--- src/hdl/vmc_pkg.sv ---
// ----------------------------------------------------------------------------
// vmc_pkg
// Types and codes shared by the vector memo cache modules.
// ----------------------------------------------------------------------------
package vmc_pkg;

	// Command codes carried by an input word.
	localparam logic [1:0] CMD_LOOKUP = 2'd0;
	localparam logic [1:0] CMD_FILL   = 2'd1;
	localparam logic [1:0] CMD_CLEAR  = 2'd2;

	// Configuration register indexes.
	localparam logic [1:0] REG_ENABLE  = 2'd0;
	localparam logic [1:0] REG_IN_LEN  = 2'd1;
	localparam logic [1:0] REG_OUT_LEN = 2'd2;

	localparam int CFG_W = 5;

	typedef struct packed {
		logic [1:0]         cmd;
		logic signed [31:0] value;
	} in_word_t;

	typedef struct packed {
		logic        hit;
		logic [31:0] out_value;
		logic        last;
	} out_word_t;

	typedef enum logic [3:0] {
		ST_CLEAR,
		ST_IDLE,
		ST_MOD,
		ST_CMP_RD,
		ST_CMP_CK,
		ST_MISS,
		ST_HIT_RD,
		ST_HIT_WR,
		ST_COPY
	} state_t;

endpackage

--- src/hdl/vmc_out_stage.sv ---
// ----------------------------------------------------------------------------
// vmc_out_stage
// Output register that holds a result word until the receiver takes it.
// ----------------------------------------------------------------------------
module vmc_out_stage (
	input  logic               clk,
	input  logic               arst_n,
	input  logic               load,
	input  vmc_pkg::out_word_t load_data,
	output logic               free,
	output logic               out_valid,
	input  logic               out_stall,
	output vmc_pkg::out_word_t out_data
);

	logic               valid_q;
	vmc_pkg::out_word_t data_q;

	// The register can take a new word when empty or when its word leaves.
	assign free = !valid_q || !out_stall;

	always_ff @(posedge clk or negedge arst_n) begin
		if (!arst_n) begin
			valid_q <= 1'b0;
		end else if (free) begin
			valid_q <= load;
		end
	end

	always_ff @(posedge clk) begin
		if (free && load) begin
			data_q <= load_data;
		end
	end

	assign out_valid = valid_q;
	assign out_data  = data_q;

endmodule

--- config.mk ---
export PLATFORM = sky130hd
export DESIGN_NAME = vmc_out_stage
export DESIGN_NICKNAME = d
export VERILOG_FILES = /design/src/hdl/vmc_pkg.sv /design/src/hdl/vmc_out_stage.sv
export SDC_FILE = /design/constraint.sdc
export NUM_CORES = 1
export LEC_CHECK = 0
export BUFFER_PORTS_ARGS = -buffer_cell sky130_fd_sc_hd__buf_2
export CORE_MARGIN = 4
export CORE_UTILIZATION = 30
export CTS_CLUSTER_DIAMETER = 60
export DETAILED_ROUTE_END_ITERATION = 10
export GPL_ROUTABILITY_DRIVEN = 0
export GPL_TIMING_DRIVEN = 1
export SETUP_SLACK_MARGIN = 0.1
export SLEW_MARGIN = 10
export SYNTH_ARGS = -nofsm -noshare
export SYNTH_HDL_FRONTEND = slang
export SYNTH_SLANG_ARGS = --single-unit
--- constraint.sdc ---
create_clock -name clk -period 4.8 [get_ports clk]
set_input_delay 0.24 -clock clk [delete_from_list [all_inputs] [get_ports clk]]
set_output_delay 0.24 -clock clk [all_outputs]
set_load 0.01 [all_outputs]
==> results of run 1 <==
-- where the power goes --
part	switching, uW	internal (uW)	total, uW	leakage [uW]
sequential	4.28	355	360	0.000335
clock	89.2	54.2	143	0.0000273
combinational	26.1	22.8	48.9	0.000307
-- placed cells by master, fill, tap and decap left out, drive strengths merged --
master	Yosys	final
a21boi	1	1
a21o	1	1
buf	0	73
clkbuf	0	6
clkinv	0	2
dfrtp	1	1
dlygate4sd3	0	1
edfxtp	34	34
nand2	1	1
-- registers in the layout (all words and copies together), names as in the netlist --
signal,cells
out_data,34
out_valid,1
-- final cells by class --
| type | count | area [um2] | share of cell area [%] |
|---|---|---|---|
| Clock inverter | 2 | 7.507 | 0.4819 |
| Timing Repair Buffer | 74 | 375.4 | 24.10 |
| Multi-Input combinational cell | 3 | 30.03 | 1.928 |
| Sequential cell | 35 | 1046 | 67.15 |
| Tap cell | 46 | 57.56 | 3.695 |
| Clock buffer | 6 | 41.29 | 2.651 |
-- Yosys cell counts --
library cell   n
a21boi_2       1
a21o_1         1
dfrtp_1        1
edfxtp_1      34
nand2_1        1
-- metrics by stage --
step	instance area [um2]	std cells	hold WS [ns]	setup slack, ns
after floorplan	1069	38	-0.05559	2.982
after global placement	1499	157	0.01955	3.193
after detailed placement	1499	157	0.02314	3.093
after CTS	1558	166	0.06017	3.089
after global routing	1558	166	0.04405	2.983
final	1558	166	0.08285	3.138
-- per-layer routing --
| metal | vias to the layer above | share of wire, % | global-route usage, % |
|---|---|---|---|
| met4 | 0 | 0.75 | 4.557 |
| met5 | - | 0 | 0 |
| met1 | 299 | 36 | 11.08 |
| met2 | 54 | 48 | 15.31 |
| met3 | 2 | 15 | 6.822 |
| li1 | 314 | - | - |
-- cell families after synthesis --
group            synth area share [%]
AND/OR/NAND/NOR                0.3510
AO/OA/AOI/OAI                   1.757
flip-flops                      97.89
-- worst max-delay path by stage --
| stage | to | slack [ns] | depth (start not counted) |
|---|---|---|---|
| 3_5_place_dp | out_data[24] | 3.09 | 1 |
| 3_3_place_gp | out_data[5] | 3.19 | 1 |
| 2_1_floorplan | out_data[0] | 2.98 | 1 |
| 5_1_grt | out_data[20] | 2.98 | 1 |
| 6_report | out_data[24] | 3.14 | 1 |
| 4_1_cts | out_data[24] | 3.09 | 1 |
==> impl_metrics.tcl, run 1 <==
set metrics [dict create \
    outcome "completed" \
    via_per_inst 4.030 \
    ir_drop_uv 161.7 \
    antenna_left 0 \
    ys_top_cells_by_area "edfxtp_1 (96%), dfrtp_1 (2.3%), a21boi_2 (1.1%)" \
    fmax_ghz 0.6016 \
    powerDensity_nw_per_um2 354.3 \
    port_buffers 73 \
    rows 21 \
    overflow 0 \
    cp_slowest_cell "a21boi_4" \
    critPathMaxFanout 34 \
    cts_inserted_buffers 5 \
    utilization_pct 45.96 \
    avgSynthCellArea_um2 28.12 \
    clk_path_buf_depth 2 \
    r2r_start "out_valid" \
    total_leakage_power_uw 0.0006688 \
    drv_slew 0 \
    wl_per_cell_um 12.90 \
    nFillCells 313 \
    vias 669 \
    crit_chain "a21boi_4" \
    drive_above_1_share_pct 65.83 \
    hp-start "load_data[23]" \
    regToRegSetupSlack_ns 3.14 \
    root_buffer "clkbuf_4" \
    skew_ns 0.001745 \
    grt_max_degree 35 \
    critical_path_required_ns 4.75 \
    grt_setup_unrepaired "no" \
    worst_pin_slew_ns 1.056 \
    ioPinCount 74 \
    finalSetupViolCount 0 \
    yosysUniqueCellTypes 5 \
    fin_crit_sh_pct 34.63 \
    yosys.area.top_type "edfxtp_1" \
    grt_pass1_vias 681 \
    relSlewSlack_pct 29.44 \
    start_util_pct 31.52 \
    worstSetupStartpoint "out_valid" \
    clk_latency_ns 0.32 \
    arrival_ns 1.62 \
    ys_seq_area_share_pct 97.89 \
    synth_top_area_share_pct 95.55 \
    cts_sinks 35 \
    syn-cell-area_um2 1069 \
    fin_nets 157 \
    hold_violations 0 \
    ys_seq_elements 35 \
    worstSetupStartpointType "flip-flop" \
    path_class "flip-flop to flip-flop" \
    dieWidth_um 67.68 \
    first_pass_iters 4 \
    crit_path_end_kind "flip-flop" \
    cts_tree "yes" \
    cts_max_level 2 \
    grt_usage_pct 10.18 \
    crit_buf_inv 0 \
    maxCapViolations 0 \
    area_growth_pct 45.78 \
    finalSetupTns_ns 0 \
    hold_end "out_data[23]" \
    diodes 0 \
    power_uw 551.9 \
    syn_nets 76 \
    core_um2 3390 \
    hp-class "primary input to flip-flop" \
    r2r_end "out_data[24]" \
    drc 0 \
    reg2reg_depth 1 \
    finalCriticalPeriod_ns 1.662 \
    slowest_delay_ns 0.84 \
    ctsResizeCount 0 \
    critPathTopFamily "compound AO/OA/AOI/OAI gates" \
    whs_path_depth 1 \
    die-area_um2 4581 \
    cts_setup_buffers 0 \
    syn_inst 38 \
    drtIter0Drc 8 \
    antenna_found_initial 0 \
    clkSlewWorstSetupHoldPaths_ns 0.10 \
    wl_mm 2.142 \
    yosys_warnings 0 \
    dieHeight_um 67.68 \
    cts_hold_buffers 1 \
    grt_pass1_wl_mm 3.132 \
]
Power figures use the tool's default switching activity.
==> run 2, diff against run 1 <==
- clock period: 4.8 -> 1.35 ns (I/O delays scaled with it)
==> impl_metrics.tcl, run 2 (synthesis gave the netlist of run 1 again) <==
set metrics [dict create \
    outcome "completed" \
    critical_path_required_ns 1.37 \
    crit_path_end_kind "flip-flop" \
    cp_slowest_cell "dfrtp_2" \
    overflow 0 \
    drive_above_1_share_pct 51.59 \
    vias 824 \
    grt_pass1_vias 926 \
    grt_max_degree 35 \
    final_cells 203 \
    fmax_ghz 0.8624 \
    root_buffer "clkbuf_4" \
    dieWidth_um 67.68 \
    cts_tree "yes" \
    drtIter0Drc 31 \
    mostFrequentLayoutCells "buf_2 (73), dlygate4sd3_1 (37), edfxtp_1 (34)" \
    antenna_left 0 \
    relSlewSlack_pct 87.52 \
    slowest_delay_ns 0.46 \
    worst_pin_slew_ns 0.1872 \
    arrival_ns 1.18 \
    final_common_cell "buf_2" \
    finalSetupTns_ns 0 \
    largest_reg_flops 34 \
    wl_mm 2.688 \
    ir_drop_uv 508.5 \
    drc 0 \
    total_leakage_power_uw 0.0008265 \
    critPathTopFamily "flip-flops" \
    cts_sinks 35 \
    ioPinCount 74 \
    cts_max_level 2 \
    antenna_found_initial 0 \
    ctsResizeCount 0 \
    start_util_pct 31.52 \
    clk_path_buf_depth 2 \
    port_buffers 73 \
    clk_latency_ns 0.32 \
    diodes 0 \
    clkSlewWorstSetupHoldPaths_ns 0.10 \
    core_um2 3390 \
    via_per_inst 4.059 \
    grt_usage_pct 13.55 \
    critPathMaxFanout 34 \
    cts_inserted_buffers 5 \
    grt_pass1_wl_mm 4.243 \
    hold_violations 0 \
    wl_per_cell_um 13.24 \
    cts_setup_buffers 0 \
    crit_buf_inv 1 \
    worstSetupStartpointType "flip-flop" \
    placed_cell_area_um2 1520 \
    dieHeight_um 67.68 \
    rows 21 \
    crit_chain "a21boi_4 -> buf_12" \
    cts_hold_buffers 37 \
    maxCapViolations 0 \
    fin_crit_sh_pct 85.89 \
    fin_nets 194 \
    skew_ns 0.006809 \
    drv_slew 0 \
    path_class "flip-flop to flip-flop" \
    grt_setup_unrepaired "no" \
    finalSetupViolCount 0 \
    hp-class "primary input to async pin" \
    design_area_um2 1939 \
    place_ws_ns 0.2257 \
    powerDensity_nw_per_um2 1065 \
    area_growth_pct 81.50 \
    first_pass_iters 4 \
    finalCriticalPeriod_ns 1.160 \
    die-area_um2 4581 \
    setup_ws_ns 0.1905 \
    dp.cells 158 \
]
## run 2: cell count changes in the layout (fill, tap and decap cells not counted)
cell / previous run / this run
dfrtp_2: 0 / 1
clkbuf_1: 1 / 3
clkinv_1: 2 / 0
buf_12: 0 / 1
dfrtp_1: 1 / 0
dlygate4sd3_1: 1 / 37
## run 2: final cells by class
type | instances | area (um2)
repair buffers | 111 | 755.7
multi-input cells | 3 | 30.03
flip-flops and latches | 35 | 1047
well taps | 46 | 57.56
clock buffers | 8 | 48.80
fillers | 276 | 1450
## run 2: path summary, 6_finish.rpt
kind / from / endpoint / slack [ns] / cells past startpoint
min in group clk: load_data[18] / out_data[18] / 0.45 / 2
max in group asynchronous: arst_n / out_valid / 1.20 / 2
min: arst_n / out_valid / 0.06 / 2
max reg2reg: out_valid / out_data[0] / 0.19 / 2
max: out_valid / out_data[0] / 0.19 / 2
min reg2reg: out_valid / out_valid / 0.60 / 1
## run 2: metrics by stage
| step | total power (uW) | util (%) | hold WS, ns |
|---|---|---|---|
| after CTS | 2084 | 57.22 | 0.01890 |
| after global placement | 1482 | 44.85 | -0.1570 |
| final | 2065 | 57.22 | 0.05678 |
| after floorplan | 1363 | - | -0.2281 |
| after global routing | 2170 | 57.22 | 0.03470 |
| after detailed placement | 1487 | 44.85 | -0.1560 |
## run 2: routing by layer
layer,global-route usage (%),share of wire (%),vias up
met3,7.654,14,6
met1,12.53,33,378
met5,0,0,-
li1,-,-,385
met4,6.835,2.0,0
met2,23.57,51,55
## run 2: power by group
group | total [uW] | leakage, uW | internal [uW] | switching (uW)
logic | 268 | 0.000466 | 157 | 112
registers | 1280 | 0.000334 | 1260 | 16.4
clock network | 518 | 0.0000265 | 208 | 310
